$ cat src/hdl/rds_pkg.sv
`timescale 1ns / 1ps

package rds_pkg;

  localparam int DIGITS      = 4;
  localparam int DIGIT_CYCLE = 10;

  typedef logic [19:0] pos_t;     // Q4.16 wheel position
  typedef logic [3:0]  digit_t;   // one decimal digit
  typedef logic [13:0] target_t;  // display value
  typedef logic [16:0] ret_t;     // Q1.16 retention, 65536 = 1.0

  localparam pos_t    CYCLE_Q16       = 20'd655360;  // DIGIT_CYCLE in Q4.16
  localparam pos_t    THRESHOLD_RESET = 20'd327680;  // 5.0
  localparam target_t TARGET_MAX      = 14'd9999;    // 10^DIGITS - 1
  localparam ret_t    RET_ONE         = 17'd65536;
  localparam digit_t  WRAP_PIVOT      = 4'd5;

  // Reciprocal constants for the BCD split (exact over each stage's range)
  localparam logic [13:0] RECIP_1000 = 14'd8389;  // >> 23, v < 10000
  localparam logic [9:0]  RECIP_100  = 10'd41;    // >> 12, v < 1000
  localparam logic [7:0]  RECIP_10   = 8'd205;    // >> 11, v < 100

endpackage

$ cat src/hdl/rds_in_if.sv
`timescale 1ns / 1ps

interface rds_in_if;
  logic             valid;
  logic             ready;
  rds_pkg::target_t target_value;
  rds_pkg::ret_t    retention;

  modport source (output valid, output target_value, output retention, input ready);
  modport sink   (input valid, input target_value, input retention, output ready);
endinterface

$ cat src/hdl/rds_out_if.sv
`timescale 1ns / 1ps

interface rds_out_if;
  logic          valid;
  logic          ready;
  rds_pkg::pos_t digit_pos_0;
  rds_pkg::pos_t digit_pos_1;
  rds_pkg::pos_t digit_pos_2;
  rds_pkg::pos_t digit_pos_3;

  modport source (output valid, output digit_pos_0, output digit_pos_1,
                  output digit_pos_2, output digit_pos_3, input ready);
  modport sink   (input valid, input digit_pos_0, input digit_pos_1,
                  input digit_pos_2, input digit_pos_3, output ready);
endinterface

$ cat src/hdl/rds_cfg_if.sv
`timescale 1ns / 1ps

interface rds_cfg_if;
  logic          valid;
  logic          ready;
  rds_pkg::pos_t data;

  modport source (output valid, output data, input ready);
  modport sink   (input valid, input data, output ready);
endinterface

$ cat src/hdl/rolling_digit_smoother.sv
`timescale 1ns / 1ps

// Rolling digit smoother: four decimal display wheels ease toward the digits
// of a target value.
// item   (sink)  : target_value (saturated to 9999) and retention (Q1.16,
//                  saturated to 1.0). One transfer per cycle unless stalled.
// result (source): digit_pos_0..3, Q4.16 wheel positions in [0, 10),
//                  thousands first. Exactly one result per item.
// cfg    (sink)  : route_threshold write, always ready; write only while idle.
// Path: an item is split into digits combinationally and registered in the
// input register; the blend then loads the wheels, which drive the result.
// Throughput: one item per cycle unless stalled. The rate is set by the wheel
// feedback loop: one 17x20 multiply, add and wrap per wheel between the input
// register and the wheel registers, which double as the output register.
// Stall: while the result is not taken the wheels hold, the input register
// keeps one item, and item.ready drops once that register is full.
// Reset (rst, synchronous): wheels go to 0.0, threshold to 5.0, no item or
// result pending.

module rolling_digit_smoother (
  input  logic          clk,
  input  logic          rst,
  rds_in_if.sink        item,
  rds_out_if.source     result,
  rds_cfg_if.sink       cfg
);

  // ---------------------------------------------------------------- split
  rds_pkg::target_t v_sat;
  rds_pkg::ret_t    r_sat;
  logic [27:0]      q3_prod;
  logic [15:0]      q2_prod;
  logic [14:0]      q1_prod;
  logic [9:0]       rem3;
  logic [6:0]       rem2;
  rds_pkg::digit_t  dig_in [rds_pkg::DIGITS];

  always_comb begin
    v_sat = (item.target_value > rds_pkg::TARGET_MAX) ? rds_pkg::TARGET_MAX
                                                      : item.target_value;
    r_sat = (item.retention > rds_pkg::RET_ONE) ? rds_pkg::RET_ONE : item.retention;

    // Thousands, hundreds, tens by reciprocal multiply; remainders feed down
    q3_prod   = 28'(v_sat) * 28'(rds_pkg::RECIP_1000);
    dig_in[0] = q3_prod[26:23];
    rem3      = 10'(v_sat - 14'(dig_in[0]) * 14'd1000);
    q2_prod   = 16'(rem3) * 16'(rds_pkg::RECIP_100);
    dig_in[1] = q2_prod[15:12];
    rem2      = 7'(rem3 - 10'(dig_in[1]) * 10'd100);
    q1_prod   = 15'(rem2) * 15'(rds_pkg::RECIP_10);
    dig_in[2] = q1_prod[14:11];
    dig_in[3] = 4'(rem2 - 7'(dig_in[2]) * 7'd10);
  end

  // ------------------------------------------------------ input register
  logic            s1_valid;
  rds_pkg::digit_t s1_digit [rds_pkg::DIGITS];
  rds_pkg::ret_t   s1_ret;
  rds_pkg::ret_t   s1_cret;   // 1.0 - r, precomputed
  logic            out_valid;
  logic            advance;

  assign advance    = s1_valid && (!out_valid || result.ready);
  assign item.ready = !s1_valid || advance;

  always_ff @(posedge clk) begin
    if (rst) begin
      s1_valid <= 1'b0;
    end else if (item.ready) begin
      s1_valid <= item.valid;
    end
  end

  always_ff @(posedge clk) begin
    if (item.valid && item.ready) begin
      s1_digit <= dig_in;
      s1_ret   <= r_sat;
      s1_cret  <= rds_pkg::RET_ONE - r_sat;
    end
  end

  // ------------------------------------------------------- configuration
  rds_pkg::pos_t threshold;

  assign cfg.ready = 1'b1;

  always_ff @(posedge clk) begin
    if (rst) begin
      threshold <= rds_pkg::THRESHOLD_RESET;
    end else if (cfg.valid) begin
      threshold <= cfg.data;
    end
  end

  // --------------------------------------------------------------- blend
  // new = floor(r*p / 2^16) + (1-r)*T, exact because the target term is a
  // whole multiple of 2^16. T is the digit, shifted by ten when the wheel is
  // farther than the threshold so it rolls the short way.
  function automatic rds_pkg::pos_t ease(input rds_pkg::pos_t p, input rds_pkg::digit_t d,
                                         input rds_pkg::ret_t r, input rds_pkg::ret_t cr,
                                         input rds_pkg::pos_t thr);
    logic signed [20:0] diff;
    logic [19:0]        span;
    logic signed [5:0]  tgt;
    logic [36:0]        prod;
    logic signed [23:0] keep;
    logic signed [23:0] pull;
    logic signed [23:0] blend;
    logic signed [23:0] cyc;
    logic signed [23:0] w;
    diff = $signed({1'b0, p}) - $signed({1'b0, d, 16'h0000});
    span = diff[20] ? 20'(-diff) : diff[19:0];
    tgt  = $signed({2'b00, d});
    if (span > thr) begin
      tgt = (d < rds_pkg::WRAP_PIVOT) ? tgt + 6'sd10 : tgt - 6'sd10;
    end
    prod  = 37'(r) * 37'(p);
    keep  = $signed({3'b000, prod[36:16]});
    pull  = $signed({7'b0000000, cr}) * $signed({{18{tgt[5]}}, tgt});
    blend = keep + pull;
    cyc   = $signed({4'b0000, rds_pkg::CYCLE_Q16});
    if (blend < 0) begin
      w = blend + cyc;
    end else if (blend >= cyc) begin
      w = blend - cyc;
    end else begin
      w = blend;
    end
    if (w < 0 || w >= cyc) begin
      w = '0;
    end
    return w[19:0];
  endfunction

  rds_pkg::pos_t wheel      [rds_pkg::DIGITS];
  rds_pkg::pos_t wheel_next [rds_pkg::DIGITS];

  always_comb begin
    for (int i = 0; i < rds_pkg::DIGITS; i++) begin
      wheel_next[i] = ease(wheel[i], s1_digit[i], s1_ret, s1_cret, threshold);
    end
  end

  // Wheels are the state and the output payload; they move only on advance,
  // which needs the output slot free or being taken.
  always_ff @(posedge clk) begin
    if (rst) begin
      for (int i = 0; i < rds_pkg::DIGITS; i++) begin
        wheel[i] <= '0;
      end
    end else if (advance) begin
      wheel <= wheel_next;
    end
  end

  always_ff @(posedge clk) begin
    if (rst) begin
      out_valid <= 1'b0;
    end else if (advance) begin
      out_valid <= 1'b1;
    end else if (result.ready) begin
      out_valid <= 1'b0;
    end
  end

  assign result.valid       = out_valid;
  assign result.digit_pos_0 = wheel[0];
  assign result.digit_pos_1 = wheel[1];
  assign result.digit_pos_2 = wheel[2];
  assign result.digit_pos_3 = wheel[3];

  // ---------------------------------------------------------- assertions
  a_wheel_range: assert property (@(posedge clk) disable iff (rst)
    wheel[0] < rds_pkg::CYCLE_Q16 && wheel[1] < rds_pkg::CYCLE_Q16 &&
    wheel[2] < rds_pkg::CYCLE_Q16 && wheel[3] < rds_pkg::CYCLE_Q16)
    else $error("wheel position out of range");

  a_hold_on_stall: assert property (@(posedge clk) disable iff (rst)
    out_valid && !result.ready |=> $stable(wheel[0]) && $stable(wheel[1]) &&
                                    $stable(wheel[2]) && $stable(wheel[3]))
    else $error("wheel moved while result stalled");

  a_item_lands: assert property (@(posedge clk) disable iff (rst)
    item.valid && item.ready |=> s1_valid)
    else $error("transferred item lost from input register");

  a_cfg_write: assert property (@(posedge clk) disable iff (rst)
    cfg.valid && cfg.ready |=> threshold == $past(cfg.data))
    else $error("threshold write not taken");

endmodule
$ cat src/flat_wrapper.sv
// flat-port wrapper written by rule: the top's interface ports become plain ports
module rolling_digit_smoother_flat 
  (clk, rst, item_valid, item_target_value, item_retention, item_ready, result_valid, result_digit_pos_0, result_digit_pos_1, result_digit_pos_2, result_digit_pos_3, result_ready, cfg_valid, cfg_data, cfg_ready);
  rds_in_if item_i ();
  rds_out_if result_i ();
  rds_cfg_if cfg_i ();
  input  logic clk;
  input  logic rst;
  input wire logic [$bits(item_i.valid)-1:0] item_valid;
  input wire logic [$bits(item_i.target_value)-1:0] item_target_value;
  input wire logic [$bits(item_i.retention)-1:0] item_retention;
  output wire logic [$bits(item_i.ready)-1:0] item_ready;
  output wire logic [$bits(result_i.valid)-1:0] result_valid;
  output wire logic [$bits(result_i.digit_pos_0)-1:0] result_digit_pos_0;
  output wire logic [$bits(result_i.digit_pos_1)-1:0] result_digit_pos_1;
  output wire logic [$bits(result_i.digit_pos_2)-1:0] result_digit_pos_2;
  output wire logic [$bits(result_i.digit_pos_3)-1:0] result_digit_pos_3;
  input wire logic [$bits(result_i.ready)-1:0] result_ready;
  input wire logic [$bits(cfg_i.valid)-1:0] cfg_valid;
  input wire logic [$bits(cfg_i.data)-1:0] cfg_data;
  output wire logic [$bits(cfg_i.ready)-1:0] cfg_ready;
  assign item_i.valid = item_valid;
  assign item_i.target_value = item_target_value;
  assign item_i.retention = item_retention;
  assign item_ready = item_i.ready;
  assign result_valid = result_i.valid;
  assign result_digit_pos_0 = result_i.digit_pos_0;
  assign result_digit_pos_1 = result_i.digit_pos_1;
  assign result_digit_pos_2 = result_i.digit_pos_2;
  assign result_digit_pos_3 = result_i.digit_pos_3;
  assign result_i.ready = result_ready;
  assign cfg_i.valid = cfg_valid;
  assign cfg_i.data = cfg_data;
  assign cfg_ready = cfg_i.ready;
  rolling_digit_smoother u_core (.clk(clk), .rst(rst), .item(item_i), .result(result_i), .cfg(cfg_i));
endmodule
$ cat config.mk
export PLATFORM = sky130hd
export DESIGN_NAME = rolling_digit_smoother_flat
export DESIGN_NICKNAME = d
export VERILOG_FILES = /design/src/hdl/rds_pkg.sv /design/src/hdl/rds_in_if.sv /design/src/hdl/rds_out_if.sv /design/src/hdl/rds_cfg_if.sv /design/src/hdl/rolling_digit_smoother.sv /design/src/flat_wrapper.sv
export SDC_FILE = /design/constraint.sdc
export NUM_CORES = 2
export LEC_CHECK = 0
export BUFFER_PORTS_ARGS = -buffer_cell sky130_fd_sc_hd__buf_2
export CORE_MARGIN = 5
export CORE_UTILIZATION = 40
export CTS_CLUSTER_SIZE = 40
export DETAILED_ROUTE_END_ITERATION = 12
export GPL_ROUTABILITY_DRIVEN = 0
export SLEW_MARGIN = 25
export SYNTH_ARGS = -nofsm -noshare
export SYNTH_HDL_FRONTEND = slang
export SYNTH_SLANG_ARGS = --single-unit
$ cat constraint.sdc
create_clock -name clk -period 25.2 [get_ports clk]
set_clock_uncertainty 0.05 [all_clocks]
set_input_delay 5.04 -clock clk [delete_from_list [all_inputs] [get_ports clk]]
set_output_delay 5.04 -clock clk [all_outputs]
set_load 0.02 [all_outputs]
==> flow_summary.yaml <==
layout:
  final_common_cell: "inv_1"
  nets: 10800
  layout_common_cells: "inv_1 (1,734), fa_1 (1,428), nand2_1 (1,261)"
  seq_area_um2: 3520
  drive_above_1_share_pct: 4.99
  multiInputGateArea_um2: 61700
  area_growth_pct: 5.31
  fillers: 18200
setup_path:
  r2r_start: "u_core.s1_ret[9]"
  critPathKind: "input port to register"
  slowest_stage: "xnor2_1"
  reg2regPathDepth: 50
  crit_required_ns: 25.44
  cpMostUsedCell: "ha_1"
  regToRegSetupSlack_ns: 9.86
  start_kind: "input port"
  cp-startpoint: "item_target_value[6]"
  cpPeakStageDelay_ns: 0.56
  endpoint: "u_core.s1_digit[3]"
  regToRegEndpoint: "u_core.result.digit_pos_2[10]"
  critPathArrivalTime_ns: 20.77
  worstPathMaxFanout: 10
  endpoint_kind: "register"
sta:
  report.final.slew_viol_count: 0
  finalCritPeriodShare_pct: 81.5
  max_slew_margin_pct: 28.7
  worstMarginPinSlew_ns: 1.07
  setup_viol: 0
  layout_min_cycle_time_ns: 20.53
  rsz0062_at_grt: "no"
  fmax_mhz: 48.7
  hold_violations: 0
  tns_ns: 0
routing:
  dr_wl_met2_um: 102000
  num_vias: 57000
  postRouteAntennaNets: 0
  via_per_inst: 5.31
  drc: 0
  drtPass1Iterations: 6
  post_drt_wl_per_cell_um: 19.5
  highest_layer: "met5"
  wl_met3_um: 11000
  met1_length_um: 84000
  drtIter0Drc: 3296
  drt_wl_total_um: 209000
synthesis:
  ys_types: 113
  ys_seq_area_share_pct: 4.79
  synthCells: 8439
  synth-seq-cells: 151
  synth_area_per_cell_um2: 8.69
  yosys_warnings: 0
  synth_edf_count: 49
  synth_fp_nets: 10900
  async_reset_ff_share_pct: 0
  synth_flop_cell: "dfxtp_1"
  synth.cell_area_um2: 73400
clock_network:
  cts-root-buf: "clkbuf_16"
  postCtsHoldBufs: 0
  clock_path_buffers: 2
  clock-sinks: 151
  cts_resized: 0
  cts_tree: "built"
  clk_pin_slew_ns: 0.08
  cts_setup_buffers: 0
  clk_latency_ns: 0.55
  ctsHtreeMaxLevel: 4
  cts_buffers: 17
worst_hold_path:
  min-delay-start: "u_core.result.digit_pos_0[8]"
  hold_class: "register to register"
  hold_path_depth: 1
global_route:
  grt_usage_pct: 22.2
  grt_pass1_wl_um: 338000
  grt_max_degree: 98
  antenna_found_initial: 11
  overflow: 0
  grt_pass1_vias: 61600
die:
  dieArea_um2: 192000
  io-pin-count: 139
  rows: 157
  die_h_um: 438
  die_w_um: 438
  initial_core_util_pct: 40.2
  coreArea_um2: 183000
run:
  maxCapViolations: 0
place:
  dp_hpwl_um: 162000
  io_buffers: 137
run_status:
  status: "complete, no violations"
[per-layer routing]
layer	vias to the layer above	GRT usage [%]
met5	-	0
met4	2	10.4
met3	387	2.22
met2	1627	38.8
met1	29200	27.5
li1	25800	-
[per-stage QoR]
step	utilization, %	cells	area [um^2]	hold slack (ns)	worst slack [ns]
finish	42.3	10700	77300	0.426	4.67
global route	42.3	10700	77300	0.445	3.77
CTS	42.3	10700	77200	0.429	4.76
detailed placement	41.9	10700	76600	0.408	4.23
global placement	41.9	10700	76500	0.408	4.64
floorplan	-	8439	73400	0.410	6.29
[cells by family (layout without fill, tap and decap cells)]
logic type	Yosys count	after routing	share of synthesized area, %
fa+ha+maj	2385	2385	55.3
xor+xnor	269	269	3.23
simple gates	2608	2608	17.1
buf+inv	2167	2066	11.2
flops	151	151	4.79
compound gates	829	829	8.04
mux	29	29	0.402
other cells	1	2	0.00511
[synth_stat cells (all sizes together) (8+ instances only)]
cell type,n,share of area [%]
nor2b,172,1.5
edfxtp,49,2.0
and3,31,0.27
buf,37,0.28
o211ai,38,0.41
nor4,22,0.19
a22o,41,0.50
and4,11,0.13
xnor2,177,2.1
xor2,91,1.1
clkbuf,392,2.0
o31ai,42,0.43
or2,17,0.14
a211o,12,0.14
ha,951,16
or3,58,0.50
inv,1734,8.9
o21bai,16,0.16
a221oi,8,0.096
nand2,1262,6.5
a211oi,28,0.29
nand2b,69,0.59
mux2i,25,0.34
o21ai,119,0.82
dfxtp,102,2.8
nor3,90,0.61
and2,491,4.2
a32o,25,0.34
a21o,124,1.3
o21a,59,0.60
nand3,46,0.31
nor2,255,1.3
a311oi,8,0.096
a31oi,35,0.31
o2111ai,8,0.13
a2bb2oi,10,0.12
fa,1428,39
o211a,10,0.14
nand4,42,0.36
a21oi,166,1.1
a2111oi,12,0.14
[worst max-delay path, delay by kind of cell]
family / cells / cell delay, ns
buf+inv: 9 / 0.77
xor+xnor: 8 / 2.15
simple gates: 9 / 2.24
fa+ha+maj: 21 / 7.26
compound gates: 19 / 3.25
[sequential cells by signal (all words and copies together), names as in the netlist]
name	count
u_core.result.digit_pos_3	20
u_core.result.digit_pos_1	20
u_core.s1_valid	1
u_core.result.digit_pos_2	20
u_core.threshold	20
u_core.s1_ret	16
u_core.s1_cret	17
u_core.result.valid	1
u_core.s1_digit	16
u_core.result.digit_pos_0	20
[worst min path at each step]
stage / slack [ns] / end
final: 0.43 / u_core.result.digit_pos_0[8]
after global routing: 0.45 / u_core.result.digit_pos_0[2]
after CTS: 0.43 / u_core.result.digit_pos_0[8]
after detailed placement: 0.41 / u_core.result.digit_pos_0[8]
after global placement: 0.41 / u_core.result.digit_pos_0[8]
after floorplan: 0.41 / u_core.threshold[10]
[layout make-up]
class	count	area share (%)
tap	2385	3.86
antenna	1	0.00324
clock buffer	17	0.551
timing repair buffer	298	2.53
inverter	1736	8.43
clock inverter	15	0.257
multi-input combinational	6121	79.8
sequential	151	4.56
Power is left out: the tool's default activity adds up to more than one toggle a clock period on the data nets, which glitch-free logic cannot reach.
